===== src/design/sips_pkg.sv =====
// Shared types, constants and the ID check-bit function for the sensor ID poll scheduler.
// No dependencies; imported by sips_ctrl and sensor_id_poll_scheduler_top.
`default_nettype none

package sips_pkg;

  localparam logic [7:0]  PRIM_DATA     = 8'h10;
  localparam logic [7:0]  PRIM_NULL     = 8'h00;
  localparam logic [4:0]  ID_MASK       = 5'h1F;
  localparam int unsigned US_PER_MS     = 1000;
  localparam int unsigned PERIOD_W      = 20;
  localparam int unsigned WIN_MS_W      = 16;
  localparam int unsigned WIN_US_W      = 26;
  localparam logic [19:0] PERIOD_MIN    = 20'd1;
  localparam logic [19:0] PERIOD_MAX    = 20'd1000000;
  localparam logic [15:0] WIN_MS_MIN    = 16'd1;
  localparam logic [15:0] WIN_MS_MAX    = 16'd60000;
  localparam logic [19:0] PERIOD_RESET  = 20'd10000;
  localparam logic [15:0] WIN_MS_RESET  = 16'd5000;

  // register byte address bit 2 selects the register
  localparam logic REG_PERIOD = 1'b0;
  localparam logic REG_WINDOW = 1'b1;

  typedef enum logic [1:0] {
    OP_POLL    = 2'd0,
    OP_REPLY   = 2'd1,
    OP_RESTART = 2'd2
  } op_e;

  typedef enum logic [2:0] {
    ST_IDLE,
    ST_PREP,
    ST_EXEC,
    ST_READ,
    ST_SRCH,
    ST_DONE
  } state_e;

  typedef struct packed {
    logic [1:0]  op;
    logic [31:0] now_us;
    logic [7:0]  rx_id_byte;
  } item_t;

  typedef struct packed {
    logic [PERIOD_W-1:0] poll_period_us;
    logic [WIN_MS_W-1:0] discovery_time_ms;
  } cfg_t;

  typedef struct packed {
    logic [7:0] tx_id_byte;
    logic [7:0] tx_prim;
    logic       rx_id_valid;
    logic [4:0] rx_id;
    logic [4:0] ids_found;
    logic       scanning;
  } res_t;

  // b5 = i0^i1^i2, b6 = i2^i3^i4, b7 = i0^i2^i4
  function automatic logic [7:0] add_check_bits(input logic [4:0] id);
    logic c5, c6, c7;
    c5 = id[0] ^ id[1] ^ id[2];
    c6 = id[2] ^ id[3] ^ id[4];
    c7 = id[0] ^ id[2] ^ id[4];
    return {c7, c6, c5, id};
  endfunction

endpackage

`default_nettype wire


===== src/design/sips_ram.sv =====
// Generic single-write, single-read synchronous RAM with registered read data.
// No dependencies.
`default_nettype none

module sips_ram #(
  parameter int unsigned WIDTH = 8,
  parameter int unsigned DEPTH = 16
) (
  input  wire logic                                     clk_i,
  input  wire logic                                     we_i,
  input  wire logic [((DEPTH > 1) ? $clog2(DEPTH) : 1)-1:0] waddr_i,
  input  wire logic [WIDTH-1:0]                         wdata_i,
  input  wire logic                                     re_i,
  input  wire logic [((DEPTH > 1) ? $clog2(DEPTH) : 1)-1:0] raddr_i,
  output logic      [WIDTH-1:0]                         rdata_o
);

  logic [WIDTH-1:0] mem_q [DEPTH];

  always_ff @(posedge clk_i) begin
    if (we_i) begin
      mem_q[waddr_i] <= wdata_i;
    end
    if (re_i) begin
      rdata_o <= mem_q[raddr_i];
    end
  end

endmodule

`default_nettype wire


===== src/design/sips_ctrl.sv =====
// Poll/reply/restart sequencer: scheduler state registers and the found-ID list in RAM.
// Depends on sips_pkg and sips_ram.
`default_nettype none

module sips_ctrl #(
  parameter int unsigned MAX_IDS = 28
) (
  input  wire logic           clk_i,
  input  wire logic           rst_ni,
  input  wire logic           item_valid_i,
  output logic                item_ready_o,
  input  wire sips_pkg::item_t item_i,
  input  wire sips_pkg::cfg_t  cfg_i,
  output logic                res_valid_o,
  input  wire logic           res_ready_i,
  output sips_pkg::res_t      res_o
);

  import sips_pkg::*;

  localparam int unsigned IW = (MAX_IDS > 1) ? $clog2(MAX_IDS) : 1;
  localparam int unsigned CW = $clog2(MAX_IDS + 1);

  state_e state_q, state_d;
  item_t  item_q;

  logic [CW-1:0]       found_cnt_q, found_cnt_d;
  logic [CW-1:0]       query_idx_q, query_idx_d;
  logic [CW-1:0]       srch_q, srch_d;
  logic [IW-1:0]       scan_cur_q, scan_cur_d;
  logic                scan_phase_q, scan_phase_d;
  logic [31:0]         next_poll_q, next_poll_d;
  logic [31:0]         disc_end_q, disc_end_d;
  logic [WIN_US_W-1:0] win_us_q;
  logic [PERIOD_W-1:0] period_q;
  logic [7:0]          tx_byte_q, tx_byte_d;
  logic [7:0]          tx_prim_q, tx_prim_d;
  logic                rx_valid_q, rx_valid_d;
  logic [4:0]          rx_id_q, rx_id_d;

  logic                ram_we, ram_re;
  logic [IW-1:0]       ram_waddr, ram_raddr;
  logic [4:0]          ram_rdata;

  logic [PERIOD_W-1:0] period_clamp;
  logic [WIN_MS_W-1:0] win_ms_clamp;
  logic [31:0]         diff_poll, diff_end;
  logic                poll_early, win_expired;
  logic [CW-1:0]       qidx_base, qidx_eff;
  logic [4:0]          reply_id;

  sips_ram #(
    .WIDTH (5),
    .DEPTH (MAX_IDS)
  ) u_found_ram (
    .clk_i   (clk_i),
    .we_i    (ram_we),
    .waddr_i (ram_waddr),
    .wdata_i (item_q.rx_id_byte[4:0]),
    .re_i    (ram_re),
    .raddr_i (ram_raddr),
    .rdata_o (ram_rdata)
  );

  always_comb begin
    period_clamp = cfg_i.poll_period_us;
    if (period_clamp < PERIOD_MIN) period_clamp = PERIOD_MIN;
    if (period_clamp > PERIOD_MAX) period_clamp = PERIOD_MAX;
    win_ms_clamp = cfg_i.discovery_time_ms;
    if (win_ms_clamp < WIN_MS_MIN) win_ms_clamp = WIN_MS_MIN;
    if (win_ms_clamp > WIN_MS_MAX) win_ms_clamp = WIN_MS_MAX;
  end

  // wrapping time compare: a is before b when bit 31 of a - b is set
  assign diff_poll   = item_q.now_us - next_poll_q;
  assign diff_end    = item_q.now_us - disc_end_q;
  assign poll_early  = diff_poll[31];
  assign win_expired = scan_phase_q && !diff_end[31];
  assign qidx_base   = win_expired ? '0 : query_idx_q;
  assign qidx_eff    = (qidx_base >= found_cnt_q) ? '0 : qidx_base;
  assign reply_id    = item_q.rx_id_byte[4:0] & ID_MASK;

  always_comb begin
    state_d      = state_q;
    found_cnt_d  = found_cnt_q;
    query_idx_d  = query_idx_q;
    srch_d       = srch_q;
    scan_cur_d   = scan_cur_q;
    scan_phase_d = scan_phase_q;
    next_poll_d  = next_poll_q;
    disc_end_d   = disc_end_q;
    tx_byte_d    = tx_byte_q;
    tx_prim_d    = tx_prim_q;
    rx_valid_d   = rx_valid_q;
    rx_id_d      = rx_id_q;
    ram_we       = 1'b0;
    ram_re       = 1'b0;
    ram_waddr    = found_cnt_q[IW-1:0];
    ram_raddr    = srch_q[IW-1:0];
    item_ready_o = 1'b0;
    res_valid_o  = 1'b0;

    case (state_q)
      ST_IDLE: begin
        item_ready_o = 1'b1;
        if (item_valid_i) state_d = ST_PREP;
      end

      ST_PREP: state_d = ST_EXEC;

      ST_EXEC: begin
        tx_byte_d  = '0;
        tx_prim_d  = PRIM_NULL;
        rx_valid_d = 1'b0;
        rx_id_d    = '0;
        state_d    = ST_DONE;
        case (item_q.op)
          OP_POLL: begin
            if (!poll_early) begin
              next_poll_d = item_q.now_us + 32'(period_q);
              if (win_expired) begin
                scan_phase_d = 1'b0;
                query_idx_d  = '0;
              end
              if (scan_phase_q && !win_expired) begin
                scan_cur_d = (scan_cur_q == IW'(MAX_IDS - 1)) ? '0 : scan_cur_q + 1'b1;
                tx_byte_d  = add_check_bits(5'(scan_cur_q));
                tx_prim_d  = PRIM_DATA;
              end else if (found_cnt_q == '0) begin
                // nothing found: reopen the discovery window
                scan_phase_d = 1'b1;
                scan_cur_d   = '0;
                disc_end_d   = item_q.now_us + 32'(win_us_q);
              end else begin
                ram_re      = 1'b1;
                ram_raddr   = qidx_eff[IW-1:0];
                query_idx_d = qidx_eff + 1'b1;
                state_d     = ST_READ;
              end
            end
          end
          OP_REPLY: begin
            if (add_check_bits(reply_id) == item_q.rx_id_byte) begin
              rx_valid_d = 1'b1;
              rx_id_d    = reply_id;
              if (scan_phase_q) begin
                if (found_cnt_q == '0) begin
                  ram_we      = 1'b1;
                  found_cnt_d = found_cnt_q + 1'b1;
                end else begin
                  ram_re    = 1'b1;
                  ram_raddr = '0;
                  srch_d    = CW'(1);
                  state_d   = ST_SRCH;
                end
              end
            end
          end
          OP_RESTART: begin
            found_cnt_d  = '0;
            query_idx_d  = '0;
            scan_cur_d   = '0;
            scan_phase_d = 1'b1;
            disc_end_d   = item_q.now_us + 32'(win_us_q);
          end
          default: ;
        endcase
      end

      ST_READ: begin
        tx_byte_d = add_check_bits(ram_rdata);
        tx_prim_d = PRIM_DATA;
        state_d   = ST_DONE;
      end

      // ram_rdata holds entry srch_q-1
      ST_SRCH: begin
        if (ram_rdata == reply_id) begin
          state_d = ST_DONE;
        end else if (srch_q == found_cnt_q) begin
          if (found_cnt_q < CW'(MAX_IDS)) begin
            ram_we      = 1'b1;
            found_cnt_d = found_cnt_q + 1'b1;
          end
          state_d = ST_DONE;
        end else begin
          ram_re = 1'b1;
          srch_d = srch_q + 1'b1;
        end
      end

      ST_DONE: begin
        res_valid_o = 1'b1;
        if (res_ready_i) state_d = ST_IDLE;
      end

      default: state_d = ST_IDLE;
    endcase
  end

  always_ff @(posedge clk_i or negedge rst_ni) begin
    if (!rst_ni) begin
      state_q      <= ST_IDLE;
      found_cnt_q  <= '0;
      query_idx_q  <= '0;
      scan_cur_q   <= '0;
      scan_phase_q <= 1'b1;
      next_poll_q  <= '0;
      disc_end_q   <= '0;
    end else begin
      state_q      <= state_d;
      found_cnt_q  <= found_cnt_d;
      query_idx_q  <= query_idx_d;
      scan_cur_q   <= scan_cur_d;
      scan_phase_q <= scan_phase_d;
      next_poll_q  <= next_poll_d;
      disc_end_q   <= disc_end_d;
    end
  end

  always_ff @(posedge clk_i) begin
    if (item_ready_o && item_valid_i) item_q <= item_i;
    if (state_q == ST_PREP) begin
      win_us_q <= WIN_US_W'(win_ms_clamp * 26'(US_PER_MS));
      period_q <= period_clamp;
    end
    srch_q     <= srch_d;
    tx_byte_q  <= tx_byte_d;
    tx_prim_q  <= tx_prim_d;
    rx_valid_q <= rx_valid_d;
    rx_id_q    <= rx_id_d;
  end

  assign res_o.tx_id_byte  = tx_byte_q;
  assign res_o.tx_prim     = tx_prim_q;
  assign res_o.rx_id_valid = rx_valid_q;
  assign res_o.rx_id       = rx_id_q;
  assign res_o.ids_found   = 5'(found_cnt_q);
  assign res_o.scanning    = scan_phase_q;

endmodule

`default_nettype wire


===== src/design/sensor_id_poll_scheduler_top.sv =====
// Top level of the sensor ID poll scheduler: stream ports, APB registers, output register.
// Depends on sips_pkg, sips_ctrl (and through it sips_ram).
//
//  Channel   Dir   Handshake               Payload
//  s_axis    in    s_axis_tvalid/tready    tuser op; tdata now_us, rx_id_byte
//  m_axis    out   m_axis_tvalid/tready    tuser rx_id_valid; tdata result fields
//  apb       in    psel/penable/pready     poll_period_us @0x0, discovery_time_ms @0x4
//
// One word at a time: a poll or restart passes through PREP, EXEC and DONE before the
// next word can be accepted, a poll served from the found list also through READ, and
// a valid reply during discovery with IDs found through SRCH, where the list RAM is
// searched one entry per cycle until a match or the end of the list. The output
// register frees the core while it waits. Reset is asynchronous; the list RAM needs
// no clearing, only entries below the found count are read. A stalled m_axis holds
// the core once one result is queued.
`default_nettype none

module sensor_id_poll_scheduler_top #(
  parameter int unsigned MAX_IDS = 28
) (
  input  wire logic        clk_i,
  input  wire logic        rst_ni,
  // stream in
  input  wire logic        s_axis_tvalid,
  output logic             s_axis_tready,
  input  wire logic [39:0] s_axis_tdata,  // [31:0] now_us, [39:32] rx_id_byte
  input  wire logic [1:0]  s_axis_tuser,  // [1:0] op
  // stream out
  output logic             m_axis_tvalid,
  input  wire logic        m_axis_tready,
  output logic [31:0]      m_axis_tdata,  // [7:0] tx_id_byte, [15:8] tx_prim,
                                          // [20:16] rx_id, [25:21] ids_found,
                                          // [26] scanning, [31:27] zero
  output logic [0:0]       m_axis_tuser,  // [0] rx_id_valid
  // register port
  input  wire logic        psel,
  input  wire logic        penable,
  input  wire logic        pwrite,
  input  wire logic [2:0]  paddr,
  input  wire logic [31:0] pwdata,
  output logic [31:0]      prdata,
  output logic             pready
);

  import sips_pkg::*;

  cfg_t  cfg_q;
  item_t item;
  res_t  res, out_q;
  logic  res_valid, res_ready, out_valid_q;
  logic  reg_wr;

  // registers
  assign pready = 1'b1;
  assign reg_wr = psel && penable && pwrite && pready;

  always_ff @(posedge clk_i or negedge rst_ni) begin
    if (!rst_ni) begin
      cfg_q.poll_period_us    <= PERIOD_RESET;
      cfg_q.discovery_time_ms <= WIN_MS_RESET;
    end else if (reg_wr) begin
      if (paddr[2] == REG_PERIOD) cfg_q.poll_period_us <= pwdata[PERIOD_W-1:0];
      else cfg_q.discovery_time_ms <= pwdata[WIN_MS_W-1:0];
    end
  end

  assign prdata = (paddr[2] == REG_WINDOW) ? 32'(cfg_q.discovery_time_ms)
                                           : 32'(cfg_q.poll_period_us);

  assign item.op         = s_axis_tuser;
  assign item.now_us     = s_axis_tdata[31:0];
  assign item.rx_id_byte = s_axis_tdata[39:32];

  sips_ctrl #(
    .MAX_IDS (MAX_IDS)
  ) u_ctrl (
    .clk_i        (clk_i),
    .rst_ni       (rst_ni),
    .item_valid_i (s_axis_tvalid),
    .item_ready_o (s_axis_tready),
    .item_i       (item),
    .cfg_i        (cfg_q),
    .res_valid_o  (res_valid),
    .res_ready_i  (res_ready),
    .res_o        (res)
  );

  // output register
  assign res_ready = !out_valid_q || m_axis_tready;

  always_ff @(posedge clk_i or negedge rst_ni) begin
    if (!rst_ni) begin
      out_valid_q <= 1'b0;
    end else if (res_ready) begin
      out_valid_q <= res_valid;
    end
  end

  always_ff @(posedge clk_i) begin
    if (res_ready && res_valid) out_q <= res;
  end

  assign m_axis_tvalid = out_valid_q;
  assign m_axis_tdata  = {5'd0, out_q.scanning, out_q.ids_found, out_q.rx_id,
                          out_q.tx_prim, out_q.tx_id_byte};
  assign m_axis_tuser  = out_q.rx_id_valid;

  // core stays busy for the word it just took
  a_busy_after_accept: assert property (@(posedge clk_i) disable iff (!rst_ni)
    s_axis_tvalid && s_axis_tready |=> !s_axis_tready && !res_valid)
    else $error("core accepted a word while still busy");

  a_count_bound: assert property (@(posedge clk_i) disable iff (!rst_ni)
    res_valid |-> (MAX_IDS >= 32) || (6'(res.ids_found) <= 6'(MAX_IDS)))
    else $error("found count exceeds list depth");

  a_tx_form: assert property (@(posedge clk_i) disable iff (!rst_ni)
    res_valid |-> (res.tx_prim == PRIM_NULL && res.tx_id_byte == 8'd0) ||
                  (res.tx_prim == PRIM_DATA &&
                   add_check_bits(res.tx_id_byte[4:0]) == res.tx_id_byte))
    else $error("malformed transmit frame");

  a_rx_form: assert property (@(posedge clk_i) disable iff (!rst_ni)
    res_valid && !res.rx_id_valid |-> res.rx_id == 5'd0)
    else $error("rx_id set without a valid reply");

endmodule

`default_nettype wire

===== config.mk =====
export PLATFORM = sky130hd
export DESIGN_NAME = sensor_id_poll_scheduler_top
export DESIGN_NICKNAME = d
export VERILOG_FILES = /design/src/design/sips_pkg.sv /design/src/design/sips_ram.sv /design/src/design/sips_ctrl.sv /design/src/design/sensor_id_poll_scheduler_top.sv
export SDC_FILE = /design/constraint.sdc
export NUM_CORES = 1
export LEC_CHECK = 0
export BUFFER_PORTS_ARGS = -buffer_cell sky130_fd_sc_hd__buf_2
export CAP_MARGIN = 20
export CORE_MARGIN = 2
export CORE_UTILIZATION = 35
export CTS_CLUSTER_DIAMETER = 80
export DETAILED_ROUTE_END_ITERATION = 6
export PLACE_DENSITY = 0.59
export SLEW_MARGIN = 20
export SYNTH_ARGS = -nofsm -noshare
export SYNTH_HDL_FRONTEND = slang
export SYNTH_SLANG_ARGS = --single-unit

===== constraint.sdc =====
create_clock -name clk_i -period 10.9 [get_ports clk_i]
set_input_delay 1.09 -clock clk_i [delete_from_list [all_inputs] [get_ports clk_i]]
set_output_delay 1.09 -clock clk_i [all_outputs]
set_load 0.005 [all_outputs]

Word level (Yosys, flattened, before mapping)
Memory sizes are Yosys's and may differ from the RTL's. A register that Yosys moved wholly into a read port is not among the register bits.
Cells that the tools add are included.
- bits of input ports: 84
- flip-flop bits (word level): 260
- word-level logic and storage cells: 207
- latch bits: 0
- memories kept: 1
- memory bits (writable): 140
- bits in read-only memories: 0
- output and inout port bits: 68
- $lt $le $gt $ge: 6
- bitwise logic cells: 20
- muxes and demuxes: 89
- eq/ne operators: 30
- divide/modulo/power cells: 0
- reduce and logical (&&, ||, !) cells: 26
- $mul: 1
- shift operators: 0
- add/subtract/negate cells: 8
- memory list (name ; depth ; width ; rd ports ; clocked after Yosys merged registers in ; wr ports ; RTL line ; RTL):
    u_ctrl.u_found_ram.mem_q ; 28 ; 5 ; 1 ; 1 ; 1 ; sips_ram.sv:18 ; logic [WIDTH-1:0] mem_q [DEPTH];
- operators with widths (cell ; count):
    5-bit 2-to-1 mux ; 29
    32-bit 2-to-1 mux ; 3
    32-bit one-hot mux with 2 select lines ; 1
    32-bit subtractor ; 2
    5-bit one-hot mux with 2 select lines ; 6
    20-bit 2-to-1 mux ; 2
    8-bit 2-to-1 mux ; 5
    32-bit by 20-bit adder with 32-bit output ; 1
    32-bit by 26-bit adder with 32-bit output ; 1
    16-bit 2-to-1 mux ; 2
    8-bit one-hot mux with 2 select lines ; 2
    3-bit 2-to-1 mux ; 9
    1-bit 2-to-1 mux ; 24
    16-bit by 7-bit multiplier with 23-bit output, second input constant ; 1
    5-bit by 1-bit adder with 5-bit output, second input constant ; 4
    20-bit greater-than comparator, second input constant ; 1
    20-bit by 1-bit < comparator with 1-bit output, second input constant ; 1
    3-bit one-hot mux with 6 select lines ; 1
    1-bit XOR ; 18
    16-bit greater-than comparator, second input constant ; 1
    16-bit by 1-bit < comparator with 1-bit output, second input constant ; 1
    2-bit != test, second input constant ; 7
    2-bit by 1-bit != test with 1-bit output, second input constant ; 6
    3-bit by 2-bit != test with 1-bit output, second input constant ; 4
    27 further kinds ; 48

Logic depth before layout (Yosys ltp)
- depth in word-level cells: 11
- gate-level depth with buffers: 28
- mapped depth without buffers: 28

Cells and area by module
A second synthesis with hierarchy kept.
- cell total of the unflattened synthesis: 1913
- area, all modules: 22630.5 µm²
- by module, submodules not included (module ; area an instance (µm²) ; times used ; cells an instance ; seq. area each (µm²)):
    sips_ctrl ; 14233.7 ; 1 ; 1435 ; 5231.3
    sips_ram ; 5788.1 ; 1 ; 327 ; 4354.2
    sensor_id_poll_scheduler_top ; 2608.8 ; 1 ; 151 ; 1779.2

Least setup slack after synthesis
OpenSTA, ideal clock, no wires.
- path kind: register to register
- start: reg cfg_q[8] in the netlist's numbering
- end: reg u_ctrl.win_us_q[24], data pin
- setup time: 262 ps
- path buffers: 1
- cell stages (with the launch flop): 28
- slack: 4399 ps
- clock period less this slack: 6501 ps
- data arrival time: 6238 ps
- data required time: 10638 ps
- path through: dfstp_2 > nor4_1 > nand4_1 > nand3_1 > a311o_1 > a21oi_1 > nor2b_1 > o2111ai_1 > clkbuf_1 > and2_1 > inv_1 > fa_1 > fa_1 > fa_1 > inv_1 > fa_1 > ha_1 > inv_1 > o21bai_1 > a21oi_1 > o21bai_1 > a21oi_1 > o2111ai_1 > a31oi_1 > nor2b_1 > o21ai_0 > a21oi_1 > xor2_1
- word-level cells in the longest chain between the ends: 5
- ends and longest elaborated chain (item ; RTL line ; RTL):
    start: declaration ; sensor_id_poll_scheduler_top.sv:47 ; cfg_t cfg_q;
    16-bit by 1-bit < comparator with 1-bit output ; sips_ctrl.sv:70 ; if (win_ms_clamp < WIN_MS_MIN) win_ms_clamp = WIN_MS_MIN;
    16-bit 2-to-1 mux (*) ; sips_ctrl.sv:70 ;
    16-bit greater-than comparator ; sips_ctrl.sv:71 ; if (win_ms_clamp > WIN_MS_MAX) win_ms_clamp = WIN_MS_MAX;
    16-bit 2-to-1 mux (*) ; sips_ctrl.sv:71 ;
    16-bit by 7-bit multiplier with 23-bit output (*) ; sips_ctrl.sv:224 ; win_us_q <= WIN_US_W'(win_ms_clamp * 26'(US_PER_MS));
    end signal: assignment ; sips_ctrl.sv:224 ;
    end: declaration ; sips_ctrl.sv:34 ; logic [WIN_US_W-1:0] win_us_q;
Every way passes the cells marked *; elsewhere a longest branch is shown, timed or not.
A chain may end at the register's enable or synchronous reset.

Final worst setup path
- start: reg cfg_q[15] in the netlist's numbering
- end: reg u_ctrl.win_us_q[24], data pin
The elaborated chain is that of the path after synthesis.

==> results.md <==
* Outcome: finished, final reports clean
* Row cnt at 92
* Crit path max-delay family: compound AO/OA/AOI/OAI gates
* Area Growth Syn to Fin at 13.2%
* Max stage delay cell, worst path: dfrtp_1
* Mapped Area at 22500 um2
* Clk Latency, worst-skew pair at 0.62 ns
* Worst Path Required at 11.20 ns
* Max cap viols at 0
* CTS Hold Bufs at 0
* Final RePlAce weighted congestion at 0.874
* Post-CTS setup buffers at 0
* Worst-Margin Slew at 0.998 ns
* CTS Sinks at 391
* Cells after DPL at 2884
* Initial core utilization at 0.355
* CTS buffer count at 47
* # setup viols final at 0
* Fin. Hold Viols at 0
* Layout Nets at 2393
* Final Max Slew Viols at 0
* Initial antenna violation count at 5
* Die area at 66300 um2
* Via density at 4.99
* Clk slew on worst S/H paths at 0.06 ns
* Root Buffer: clkbuf_16
* Largest net degree at the start of global routing at 70
* Worst setup path class: reg2reg
* Ports at 152
* Unrepaired setup endpoints after global routing: false
* WL per Instance at 16.9 um
* Ys flop type: edfxtp_1
* Synthesized instance count at 1975
* Setup TNS Final at 0 ns
* Post-synth ARST share at 0.307
* Finished Layout Cells at 2972
* Detailed Place HPWL at 36.6 mm
* Final clock skew at 0.0692 ns
* Antenna Cells at 0
* Initial DRC Count at 718
* Die H at 258 um
* GRT Util Overall at 0.151
* Most numerous cell on the critical path: a21oi_1
* Residual DRC count at 0
* Htree depth at 2
* Worst-path maximum fanout at 19
* Worst path arrival time at 7.33 ns
* Max clock buf depth at 3
* Core area at 63300 um2
* TritonCTS clock tree: built
* Final period util at 0.645
* Total power at 8.63 mW
* Maximum vdd drop at 0.000290 V
* Fillers at 6062
* Worst Path Buf+Inv at 3
* Slowest stage delay, CP at 0.63 ns
* WHS at 0.418 ns
* EDFF count, synth at 271
* HP Class: reg2reg
* Routed vias at 14800
* Synth area leaders: edfxtp_1 36%, dfrtp_1 12%, ha_1 9.4%, fa_1 4.7%, nand2_1 3.3%
* Yosys cell types at 89
* Layout cell share with drive strength beyond 1 at 0.146
* #FFs+latches synth at 391
* First-pass GRT wire length at 80.5 mm
* Mapped Avg Cell Area at 11.4 um2
* Post-route minimum period at 7.03 ns
* CTS resizes at 0
* DRT Pass-1 Iters at 5
* Yosys top cell area share at 0.362
* Synth cell count leaders: 271 x edfxtp_1, 200 x nand2_1, 174 x inv_1
* Input/output buffers at 112
* Lkg Pwr at 10.5 nW
* Yosys top cell by area: edfxtp_1
* Final ANT Viol Nets at 0
* Slew HR at 0.317
* Power Density at 339 nW/um2
* Startpoint Class: flop
* Count leader, synth: edfxtp_1
* Crit end category: flop
* YS warnings at 0
* Post-synthesis sequential area ratio at 0.496
* Gr ovfl total at 0
* Die width at 258 um
* Max Freq at 0.142 GHz
* Final WL at 50.4 mm
* Vias in the first global route at 15100
[sequential cells by signal, summed over array words and instances (netlist names), 8 cells and up]
register / flops
u_ctrl.next_poll_q: 32
m_axis_tdata: 20
u_ctrl.u_found_ram.mem_q: 140
u_ctrl.disc_end_q: 32
u_ctrl.item_q: 42
u_ctrl.win_us_q: 23
cfg_q: 36
u_ctrl.tx_byte_q: 8
u_ctrl.period_q: 20
[through the flow]
step / utilization / area (um2) / setup WS [ns]
global route: 0.402 / 25500 / 3.30
floorplan: - / 22600 / 4.40
CTS: 0.402 / 25500 / 3.83
detailed placement: 0.377 / 23800 / 3.88
global placement: 0.376 / 23800 / 4.00
finish: 0.402 / 25500 / 3.87
[report_power, final]
part           switching, mW  leakage, nW  internal, mW  total (mW)
logic                   2.59         5.69          2.00        4.59
clock network          0.657        0.778         0.959        1.62
registers              0.254         3.99          2.17        2.42
[cells in the final DEF, fill, tap and decap left out, types with 49 or more instances in the layout]
master / Yosys / final
dfrtp_1: 109 / 109
a21oi_1: 78 / 78
fa_1: 53 / 53
o21ai_0: 95 / 95
nor2_1: 96 / 96
mux2_2: 59 / 59
edfxtp_1: 271 / 271
inv_1: 174 / 174
ha_1: 169 / 169
xnor2_1: 56 / 56
buf_2: 12 / 111
xor2_1: 49 / 49
nand2_1: 200 / 200
nand3_1: 60 / 60
[worst paths after layout]
check / start / end / slack (ns) / cells past startpoint
worst max-delay path: cfg_q[15] / u_ctrl.win_us_q[24] / 3.87 / 28
worst min-delay path: u_ctrl.tx_byte_q[1] / m_axis_tdata[1] / 0.42 / 0
worst max register to register: cfg_q[15] / u_ctrl.win_us_q[24] / 3.87 / 28
worst min register to register: u_ctrl.tx_byte_q[1] / m_axis_tdata[1] / 0.42 / 0
max in group asynchronous: rst_ni / u_ctrl.next_poll_q[25] / 8.80 / 3
min in group asynchronous: rst_ni / cfg_q[5] / 0.45 / 1
[area by class of cell]
cell class                      instances  area [um2]  area share
Clock buffer                           58        1230      0.0482
Clock inverter                         30         402      0.0158
Inverter                              174         653      0.0256
Multi-Input combinational cell       1346       10300       0.404
Sequential cell                       391       11200       0.438
Tap cell                              846        1060      0.0416
Timing Repair Buffer                  127         683      0.0268
[layer usage]
metal	GRT usage	vias to the layer above	wire, um
met2	0.251	307	23700
met3	0.0308	91	2380
met5	0	-	69
met1	0.198	7194	23000
li1	-	7231	-
met4	0.0495	10	1190
[logic make-up (layout without fill, tap and decap cells)]
family,count (synthesis),after routing,synth area share
mux,105,105,0.0511
flops,391,391,0.496
xor+xnor,106,106,0.0416
other cells,2,25,0.000334
simple gates,544,544,0.118
compound gates,344,344,0.101
buf+inv,261,389,0.0509
fa+ha+maj,222,222,0.141
Note: power is estimated with default switching activity, not from simulation.
